<file path="config.mk">
export PLATFORM = sky130hd
export DESIGN_NAME = psrl_verdict
export DESIGN_NICKNAME = d
export VERILOG_FILES = /design/src/rtl/psrl_pkg.sv /design/src/rtl/psrl_verdict.sv
export SDC_FILE = /design/constraint.sdc
export NUM_CORES = 1
export LEC_CHECK = 0
export ABC_AREA = 1
export ABC_CLOCK_PERIOD_IN_PS = 4950
export BUFFER_PORTS_ARGS = -buffer_cell sky130_fd_sc_hd__buf_2
export CORE_AREA = 3 3 272 274
export DETAILED_ROUTE_END_ITERATION = 16
export DIE_AREA = 0 0 275 277
export PLACE_DENSITY = 0.41
export SLEW_MARGIN = 30
export SYNTH_ARGS = -nofsm -noshare
export SYNTH_HDL_FRONTEND = slang
export SYNTH_SLANG_ARGS = --single-unit
export TNS_END_PERCENT = 20
</file>
<file path="constraint.sdc">
create_clock -name vclk -period 4.95
set_input_delay 0.495 -clock vclk [all_inputs]
set_output_delay 0.495 -clock vclk [all_outputs]
set_load 0.1 [all_outputs]
</file>
<file path="src/rtl/psrl_pkg.sv">
`default_nettype none
// ============================================================================
// psrl_pkg
// Types and constants shared by the per-source rate limit filter.
// ============================================================================
package psrl_pkg;

    // Header field codes
    localparam logic [15:0] ETH_TYPE_IPV4 = 16'h0800;
    localparam logic [7:0]  PROTO_TCP     = 8'd6;
    localparam logic [7:0]  PROTO_UDP     = 8'd17;

    // Counter and register widths
    localparam int COUNT_W = 17;
    localparam int TIME_W  = 64;
    localparam int DUR_W   = 40;
    localparam int CFG_IDX_W  = 8;
    localparam int CFG_DATA_W = 40;
    localparam logic [COUNT_W-1:0] COUNT_MAX = {COUNT_W{1'b1}};

    // Configuration register indexes
    localparam logic [CFG_IDX_W-1:0] CFG_RATE_LIMIT     = 8'd0;
    localparam logic [CFG_IDX_W-1:0] CFG_WINDOW_NS      = 8'd1;
    localparam logic [CFG_IDX_W-1:0] CFG_BLOCK_DURATION = 8'd2;
    localparam logic [CFG_IDX_W-1:0] CFG_GUARDED_PORT   = 8'd3;

    // Register values after reset
    localparam logic [15:0]      RATE_LIMIT_RST     = 16'd5000;
    localparam logic [DUR_W-1:0] WINDOW_NS_RST      = 40'd1000000000;
    localparam logic [DUR_W-1:0] BLOCK_DURATION_RST = 40'd60000000000;
    localparam logic [15:0]      GUARDED_PORT_RST   = 16'd51820;

    // Verdict causes
    typedef enum logic [1:0] {
        CAUSE_PASS      = 2'd0,
        CAUSE_BLOCKED   = 2'd1,
        CAUSE_RATE      = 2'd2,
        CAUSE_TRUNC_TCP = 2'd3
    } cause_t;

    // One parsed header, as presented on the command port
    typedef struct packed {
        logic [TIME_W-1:0] now_ns;
        logic              eth_complete;
        logic [15:0]       ether_type;
        logic              ip_complete;
        logic [7:0]        ip_protocol;
        logic              l4_complete;
        logic [31:0]       src_ip;
        logic [15:0]       dst_port;
    } in_beat_t;

    // One verdict
    typedef struct packed {
        logic   drop;
        cause_t cause;
    } out_beat_t;

    // Rate table entry
    typedef struct packed {
        logic               valid;
        logic [31:0]        key;
        logic [TIME_W-1:0]  window_start;
        logic [COUNT_W-1:0] count;
    } rate_entry_t;

    // Block table entry
    typedef struct packed {
        logic              valid;
        logic [31:0]       key;
        logic [TIME_W-1:0] expiry;
    } block_entry_t;

    // Table write requests from the verdict logic
    typedef struct packed {
        logic        en;
        rate_entry_t entry;
    } rate_wr_t;

    typedef struct packed {
        logic         en;
        block_entry_t entry;
    } block_wr_t;

endpackage : psrl_pkg
`default_nettype wire

</file>
<file path="src/rtl/psrl_verdict.sv">
`default_nettype none
// ============================================================================
// psrl_verdict
// Decides the verdict for one header from its table entries and builds the
// updated rate and block entries.
// ============================================================================
module psrl_verdict (
    input  wire  psrl_pkg::in_beat_t                 item,
    input  wire  logic [psrl_pkg::TIME_W-1:0]        expiry,
    input  wire  psrl_pkg::rate_entry_t              rate_rd,
    input  wire  psrl_pkg::block_entry_t             block_rd,
    input  wire  logic [15:0]                        rate_limit,
    input  wire  logic [psrl_pkg::DUR_W-1:0]         window_ns,
    input  wire  logic [15:0]                        guarded_udp_port,
    output psrl_pkg::rate_wr_t                       rate_wr,
    output psrl_pkg::block_wr_t                      block_wr,
    output psrl_pkg::out_beat_t                      verdict
);

    logic                                 is_ip;
    logic                                 block_hit;
    logic                                 blocked;
    logic                                 is_tcp;
    logic                                 is_udp;
    logic                                 counted;
    logic                                 trunc_tcp;
    logic                                 rate_hit;
    logic [psrl_pkg::TIME_W-1:0]          age;
    logic                                 elapsed;
    logic                                 restart;
    logic [psrl_pkg::COUNT_W-1:0]         count_inc;
    logic                                 over;
    psrl_pkg::cause_t                     cause;

    // Classify the header and check the block list.
    always_comb
    begin
        is_ip     = item.eth_complete && (item.ether_type == psrl_pkg::ETH_TYPE_IPV4)
                    && item.ip_complete;
        block_hit = block_rd.valid && (block_rd.key == item.src_ip);
        blocked   = is_ip && block_hit && (item.now_ns < block_rd.expiry);
        is_tcp    = item.ip_protocol == psrl_pkg::PROTO_TCP;
        is_udp    = item.ip_protocol == psrl_pkg::PROTO_UDP;
        counted   = is_ip && !blocked && item.l4_complete
                    && (is_tcp || (is_udp && (item.dst_port == guarded_udp_port)));
        trunc_tcp = is_ip && !blocked && is_tcp && !item.l4_complete;
    end

    // Fixed-window count for the source.
    always_comb
    begin
        rate_hit  = rate_rd.valid && (rate_rd.key == item.src_ip);
        age       = item.now_ns - rate_rd.window_start;
        elapsed   = age > {{(psrl_pkg::TIME_W - psrl_pkg::DUR_W){1'b0}}, window_ns};
        restart   = !rate_hit || elapsed;
        count_inc = (rate_rd.count == psrl_pkg::COUNT_MAX) ? rate_rd.count
                    : rate_rd.count + psrl_pkg::COUNT_W'(1);
        over      = !restart && (count_inc > {1'b0, rate_limit});
    end

    // Table updates. A new block overrides the removal of an expired one.
    always_comb
    begin
        rate_wr.en                 = counted;
        rate_wr.entry.valid        = 1'b1;
        rate_wr.entry.key          = item.src_ip;
        rate_wr.entry.window_start = restart ? item.now_ns : rate_rd.window_start;
        rate_wr.entry.count        = restart ? psrl_pkg::COUNT_W'(1) : count_inc;

        block_wr.en           = (counted && over) || (is_ip && block_hit && !blocked);
        block_wr.entry.valid  = counted && over;
        block_wr.entry.key    = item.src_ip;
        block_wr.entry.expiry = expiry;
    end

    // Verdict and cause.
    always_comb
    begin
        priority if (blocked)
            cause = psrl_pkg::CAUSE_BLOCKED;
        else if (trunc_tcp)
            cause = psrl_pkg::CAUSE_TRUNC_TCP;
        else if (counted && over)
            cause = psrl_pkg::CAUSE_RATE;
        else
            cause = psrl_pkg::CAUSE_PASS;
        verdict.cause = cause;
        verdict.drop  = cause != psrl_pkg::CAUSE_PASS;
    end

endmodule : psrl_verdict
`default_nettype wire

</file>
# After elaboration in Yosys (flattened, before gate mapping)
# Index checks and enable logic that the tools add are counted.
# classes
n_eq_ne,7
n_addsub,2
n_mux,6
n_shift,0
order_cmp,3
multipliers,0
bitwise_logic,0
div_mod_pow,0
n_reduce_logical,23
# ops
operator,count
equality test 32 bit,2
greater-than comparator 64 x 40 -> 1 bit,1
less-than comparator 64 bit,1
two-way mux 64 bit,1
subtractor 64 bit,1
two-way mux 17 bit,2
adder 17 x 1 -> 17 bit (second input constant),1
equality test 17 bit (second input constant),1
greater-than comparator 17 x 16 -> 1 bit,1
equality test 16 x 12 -> 1 bit (second input constant),1
equality test 16 bit,1
logical AND 1 bit,15
equality test 8 x 3 -> 1 bit (second input constant),1
equality test 8 x 5 -> 1 bit (second input constant),1
two-way mux 2 bit,3
logical NOT 1 bit,4
logical OR 1 bit,3
nonzero test 2 bit,1
# totals
rom_bits,0
input_bits,486
output_inout_bits,216
reg_bits,0
ramBits,0
mem_count,0
latch_bits,0

# Logic depth before layout (Yosys ltp)
# Gate-level depths: netlist of run 1.
# logic_depth
ltp_word,14
mapped_depth,32
mapped_depth_nobuf,31

# Worst setup path before layout of run 1
# OpenSTA, ideal clock, no wires.
# synth_path
path_kind,input -> output
from,input port item[75] (netlist name)
to,output port rate_wr[10] (netlist name)
n_path_buf,0
path_slack_ns,-0.973
path_stages,24
arrival_ns,5.428
path_cell_list,inv_1 ha_1 inv_1 fa_1 nand3_1 nand3_2 nand2_1 nand2_1 nand2_1 nand3_1 a31oi_1 xor2_1 inv_1 ha_1 nand4_1 nor3_1 nor2_1 nor3_1 nand4_1 nor2_1 nand4_1 nor2_1 inv_2 nor3_1
# synth_lines
element,line,source
start: declaration,psrl_verdict.sv:8,"input wire psrl_pkg::in_beat_t item,"
end: declaration,psrl_verdict.sv:15,"output psrl_pkg::rate_wr_t rate_wr,"

==> impl_results.md, run 1 <==
- Result of the run: complete, but fails checks
- Violations in the final reports: setup timing
- GR met3 Demand/Resource: 0.02045
- Vias in the first global route: ~18k
- Maximum number of pins on one net before global-route repair: 29
- Count of sequential standard cells: 0
- Vias: between 15k and 20k
- Total of max-cap violations: 0
- Final weighted congestion in routability-driven placement: 0.9324
- Total wirelength of the detailed-routed design: approximately 76000 microns
- Slew Viols, Final: 0
- Die boundary width: about 280 microns
- Crit path max fanout: 7
- Endpoint type of the worst setup path: output port
- Final setup margin: -0.1215 ns
- Max stage delay on crit path: 0.34 ns
- Maximum clock frequency: between 150 and 200 MHz
- Worst VDD drop: around 0.12 mV
- Pre-antenna DRT Iters: 5
- Launch point of the worst hold path: expiry[40]
- Most used routing layer in global routing: met2
- IO Port Bufs: between 500 and 600
- Cts-stage hold buffer count: 0
- Power after layout: around 0.0026 W
- Filler Cells Inserted: 8334
- Global-route wire length before repair: approximately 110000 microns
- Area of the core region: about 0.072 sq mm
- Arrival time reported for the critical path endpoint: 4.58 ns
- Final setup violation count: 83
- Register area share after synthesis: 0
- Layout Cells excl Fill: approximately 4.3k
- Kind of critical path: primary input to output port
- Transition at the pin with the smallest max-transition slack: between 0.7 and 0.8 ns
- Hold Path Cell Cnt: 0
- Share of post-route cells with drive strength above 1: 0.3776
- All-layer global routing usage: 0.1903
- WHS Endpoint: block_wr[40]
- Number of DRC violations after detailed routing: 0
- Count of yosys warnings during synthesis: 0
- Number of hold violations in the final report: 0
- Nets: 3993
- Count of standard-cell rows: just under 100
- Cells after DPL: about 4.2k
- Register area: 0 sq um
- Chip Height: roughly 280 microns
- Setup repair after global routing missed its margin: yes
- Avg Synthesized Cell Area: about 5.3 sq um
- Initial drt markers: approximately 750
- Worst endpoint required time: between 4 and 5 ns
- Area growth from synthesis to final layout: 58.56%
- Met1 Usage GRT: 0.2041
- Classification of the worst-slack hold path: primary input to output port
- Total overflow reported by the global router: 0
- Max-slew headroom: 0.4938
- Type of element launching the critical path: primary input
- Top cell by count, worst path: nand2_2
- Number of vias per cell: just over 4
- Initial standard-cell utilization of the core: 0.1895
- Final period utilization: 1.025
- Synthesized net count: 3250
- Number of different library cells in the post-synthesis netlist: 48
- Final Critical Period: 5.071 ns
- Leakage: 12.56 nW
- Number of routed nets with antenna violations: 0
- Average wire per cell in the routed design: roughly 18 microns
- Crit path max-delay cell type: ha_1
- Power per Cell Area: roughly 120 mW/mm^2
- Gate Count Post-Synth: roughly 2.6k
- Die area: 0.07618 sq mm
- Post-Syn Area: approximately 0.014 sq mm
- Initial antenna violation count: 21
- Boundary pin count: 702
- Number of clock buffers in the layout: 0
- Post-DP HPWL: approximately 69000 microns
- Met2 routing resource usage after global routing: 0.3754
- Worst-case setup slack after placement: -0.6893 ns
## layer usage
layer,up-vias,share of wire
li1,9284,-
met1,7822,0.38
met2,529,0.53
met3,111,0.047
met4,12,0.044
met5,-,0.0010
## report_power, final
| part | total [W] | switching, W | internal, W | leakage, nW |
|---|---|---|---|---|
| Sequential | 0 | 0 | 0 | 0 |
| Combinational | 0.00262 | 0.00159 | 0.00103 | 12.6 |
| Clock | 0.000000000247 | 0 | 0.000000000247 | 0.0000570 |
## stage by stage
stage	utilization	instance area [sq um]	hold WS, ns	setup TNS [ns]
floorplan	-	13600	1.202	-3.956
global placement	0.2768	19820	0.9907	-47.57
detailed placement	0.2768	19820	0.9907	-51.79
CTS	0.2928	20970	0.9907	-7.583
global route	0.3004	21510	0.9902	-24.55
finish	0.3005	21520	0.9900	-4.515
## worst max-delay path: cells and delay by family
kind                       cells  cell delay, ns
and+or+nand+nor               20            2.03
AOI/OAI and AO/OA              1            0.17
xor gates and xnor gates       1            0.17
buffers and inverters          9            1.14
adders and majority gates      2            0.55
## timing repair
action,in CTS,in global routing
resized for setup,237,121
buffers inserted,29,8
pin swaps,39,51
cloned,1,1
endpoints found under the setup margin,85,85
endpoints found under the hold margin,0,0
## synth_stat cells (2+ instances only)
library cell  count  area [sq um]
o21bai_1         16         120.1
a21oi_2           3         26.28
ha_1            183          2290
nor2_1          210         788.3
o211ai_1          4         30.03
a21oi_1         129         645.6
clkinv_1          3         11.26
nand3b_1         13         97.59
xnor2_1          29         254.0
a21boi_0          3         22.52
nor3_2            4         40.04
nor3b_1           2         15.01
and3_1            3         18.77
nor2_2           18         112.6
o2111ai_1         3         26.28
o21a_1            5         37.54
o21ai_0          44         220.2
inv_2            19         71.32
inv_1           619          2323
o21ai_1           3         15.01
a211oi_1          5         37.54
nand3_2           8         80.08
nand3_1         142         710.7
a21o_1            4         30.03
buf_4           130         975.9
buf_6            14         157.7
nor4_1           12         75.07
o22ai_1          11         68.82
nand2_4           3         33.78
buf_8             7         105.1
xor2_1           55         481.7
a31oi_1           3         18.77
nand4_1          41         256.5
a221oi_1          9         78.83
nand2_1         744          2793
nor2_4            4         45.04
or2_2            16         100.1
nand2_2          15         93.84
nor3_1           35         175.2
## final cells by class
| type | instances | area, sq um | area share |
|---|---|---|---|
| diodes | 9 | 22.52 | 0.001047 |
| inverters | 641 | 2434 | 0.1131 |
| multi-input cells | 1788 | 11190 | 0.5203 |
| well taps | 950 | 1189 | 0.05524 |
| repair buffers | 891 | 6669 | 0.3099 |
| repair inverters | 1 | 8.758 | 0.0004070 |
## cells in the final DEF, fill, tap and decap left out, types with 5 or more instances in the layout
cell type,Yosys,layout
a21oi_1,129,109
a21oi_2,3,15
a21oi_4,0,8
a221oi_1,9,9
buf_12,0,89
buf_2,0,484
buf_4,130,302
buf_6,14,14
diode_2,0,9
ha_1,183,147
ha_4,0,36
inv_1,619,552
inv_2,19,81
nand2_1,744,662
nand2_2,15,86
nand2_4,3,14
nand3_1,142,131
nand3_2,8,15
nand3b_1,13,13
nand4_1,41,41
nor2_1,210,174
nor2_2,18,36
nor2_4,4,22
nor3_1,35,27
nor3_4,0,9
nor4_1,12,12
o21a_1,5,5
o21ai_0,44,44
o21bai_1,16,14
o22ai_1,11,11
or2_2,16,16
xnor2_1,29,28
xor2_1,55,55
## cells by family (layout without fill, tap and decap cells)
kind of cell,count (synthesis),in the layout,synth area share
compound gates,245,245,0.1035
xor+xnor,84,84,0.05421
fa+ha+maj,184,184,0.1702
buf+inv,792,1533,0.2686
other cells,1,10,0.0002763
simple gates,1274,1274,0.4033
## worst max path at each step
stage / slack, ns / depth (start not counted) / start / end
after global routing: -0.36 / 32 / rate_rd[46] / rate_wr[71]
after CTS: -0.15 / 33 / item[75] / rate_wr[44]
after floorplan: -0.36 / 25 / item[75] / rate_wr[11]
after detailed placement: -0.69 / 30 / item[75] / rate_wr[9]
after global placement: -0.61 / 30 / item[75] / rate_wr[2]
final: -0.12 / 33 / rate_rd[25] / rate_wr[71]
Note: power is estimated with default switching activity, not from simulation.
==> inputs of run 2 (changes only) <==
- CAP_MARGIN: unset -> 0
- CELL_PAD_IN_SITES_DETAIL_PLACEMENT: unset -> 1
- CELL_PAD_IN_SITES_GLOBAL_PLACEMENT: unset -> 1
- CORE_AREA: 3 3 272 274 -> 3 3 274 276
- DIE_AREA: 0 0 275 277 -> 0 0 277 279
- PLACE_DENSITY: 0.41 -> 0.58
==> run 2 against run 1 <==
The flow still finishes with violations (setup timing); final cell count about the same; die area rose by 1.5%; fmax down 0.30%; count of clock-buffer cells in the layout unchanged; non-clock buffer count is 1 lower; largest power group unchanged; highest routed layer is now met4.
==> impl_results.md, run 2 (synthesis gave the netlist of run 1 again) <==
- Worst-case setup slack after placement: -0.6583 ns
- Endpoint type of the worst setup path: output port
- Vias: 18.36k
- Worst VDD drop: roughly 0.12 mV
- Power per Cell Area: 121.6 mW/mm^2
- Global-route wire length before repair: 115100 microns
- Share of post-route cells with drive strength above 1: 0.3928
- Violations in the final reports: setup timing
- Pre-antenna DRT Iters: 4
- Switching power: 0.001620 W
- Total wirelength of the detailed-routed design: ~79000 microns
- Classification of the worst-slack hold path: primary input to output port
- Crit path max fanout: 5
- Number of vias per cell: 4.287
- Area growth from synthesis to final layout: 60.81%
- Power share of the combinational group: 1.000
- Top cell by count, worst path: nand3_2
- Worst endpoint required time: about 4.5 ns
- Count of sequential standard cells: 0
- All-layer global routing usage: 0.1927
- Final setup margin: -0.1367 ns
- Area of the core region: 0.07283 sq mm
- Initial standard-cell utilization of the core: 0.1863
- WHS Endpoint: block_wr[52]
- Leading cell types in the layout, fill and taps excluded: nand2_1, inv_1, buf_2, buf_4, nor2_1
- IO Port Bufs: between 500 and 600
- Most common library cell in the layout ignoring fill and taps: nand2_1
- Launch point of the worst hold path: expiry[52]
- Internal power of the cells: 0.001034 W
- Number of hold violations in the final report: 0
- Die boundary width: between 200 and 300 microns
- Maximum clock frequency: just under 200 MHz
- Switching share of total power: 0.6105
- Final Critical Period: 5.087 ns
- Number of clock buffers in the layout: 0
- Cells after DPL: between 4k and 5k
- Slew Viols, Final: 0
- Final period utilization: 1.028
- Nets: between 3k and 4k
- Final setup violation count: 72
- Initial drt markers: ~560
- Hold Path Cell Cnt: 0
- Max-slew headroom: 0.5333
- Kind of critical path: primary input to output port
- Part of the power in registers: 0
- Core occupancy in the finished layout: 0.2996
- Cts-stage hold buffer count: 0
- Vias in the first global route: 19.36k
- Arrival time reported for the critical path endpoint: 4.59 ns
- Clk pwr share: 0
- Die area: a little under 0.08 sq mm
- Setup repair after global routing missed its margin: yes
- Filler Cells Inserted: ~9.6k
- Leakage: around 13 nW
- Final TNS setup: -5.494 ns
- Maximum number of pins on one net before global-route repair: 28
- Max stage delay on crit path: between 0.3 and 0.4 ns
- Final weighted congestion in routability-driven placement: between 0.9 and 1
- Total overflow reported by the global router: 0
- Count of standard-cell rows: a little under 100
- Post-DP HPWL: about 70000 microns
- Power after layout: 0.002654 W
- Register area: 0 sq um
- Chip Height: 279 microns
- Type of element launching the critical path: primary input
- Number of DRC violations after detailed routing: 0
- Average wire per cell in the routed design: roughly 19 microns
- Boundary pin count: approximately 700
- Initial antenna violation count: 10
- Transition at the pin with the smallest max-transition slack: 0.6948 ns
- Total of max-cap violations: 0
- Crit path max-delay cell type: fa_2
- Layout Cells excl Fill: approximately 4.3k
- Number of routed nets with antenna violations: 0
- Result of the run: complete, but fails checks
-- run 2: cell types whose count changed in the layout (fill, tap and decap cells not counted), sizes merged --
| cell | delta |
|---|---|
| clkbuf | +2 |
| buf | -3 |
| diode | -5 |
-- run 2: power groups by stage --
stage / sequential (W) / clock [W] / combinational [W]
2_1_floorplan: 0 / 0 / 0.00165
5_1_grt: 0 / 0.000000000108 / 0.00290
4_1_cts: 0 / 0 / 0.00258
3_5_place_dp: 0 / 0 / 0.00242
3_3_place_gp: 0 / 0 / 0.00240
6_report: 0 / 0.000000000109 / 0.00265
-- run 2: timing repair --
item,in CTS,in global routing
pin swaps,40,67
endpoints found under the setup margin,85,85
buffers inserted,30,14
resized for setup,241,180
gates cloned,5,3
-- run 2: routing by layer --
| metal | part of all wire | vias up | wire [microns] | GRT usage |
|---|---|---|---|---|
| met5 | 0 | - | 0 | 0 |
| met4 | 0.024 | 0 | 1898 | 0.03327 |
| met3 | 0.034 | 75 | 2728 | 0.01296 |
| met2 | 0.56 | 480 | 44390 | 0.4064 |
| met1 | 0.38 | 8529 | 30250 | 0.2080 |
| li1 | - | 9278 | - | - |
-- run 2: through the flow --
| stage | hold slack, ns | instance area [sq um] |
|---|---|---|
| 6_report | 0.9900 | 21820 |
| 5_1_grt | 0.9902 | 21820 |
| 4_1_cts | 0.9907 | 21050 |
| 3_5_place_dp | 0.9907 | 19720 |
| 3_3_place_gp | 0.9907 | 19720 |
| 2_1_floorplan | 1.202 | 13600 |
-- run 2: layout make-up --
| class | instances | area [sq um] | area share |
|---|---|---|---|
| timing repair inverter | 1 | 11.26 | 0.0005160 |
| inverter | 641 | 2432 | 0.1115 |
| timing repair buffer | 890 | 6814 | 0.3123 |
| multi-input combinational | 1788 | 11350 | 0.5203 |
| antenna | 4 | 10.01 | 0.0004587 |
| tap | 959 | 1200 | 0.05499 |
-- run 2: worst max-delay path, delay by kind of cell --
family                     cells  cell delay, ns
and+or+nand+nor               18            1.95
buffers and inverters         10            1.08
adders and majority gates      3            0.73
xor gates and xnor gates       1            0.18
AOI/OAI and AO/OA              1            0.13
-- run 2: how the worst max path moves through the flow --
stage | start | to | slack (ns) | cells after the start
final | item[75] | rate_wr[73] | -0.14 | 33
after global routing | rate_rd[52] | rate_wr[21] | -0.41 | 29
after CTS | item[75] | rate_wr[72] | -0.21 | 33
after detailed placement | rate_rd[24] | rate_wr[3] | -0.66 | 29
after global placement | rate_rd[23] | rate_wr[9] | -0.63 | 29
after floorplan | item[75] | rate_wr[11] | -0.36 | 25
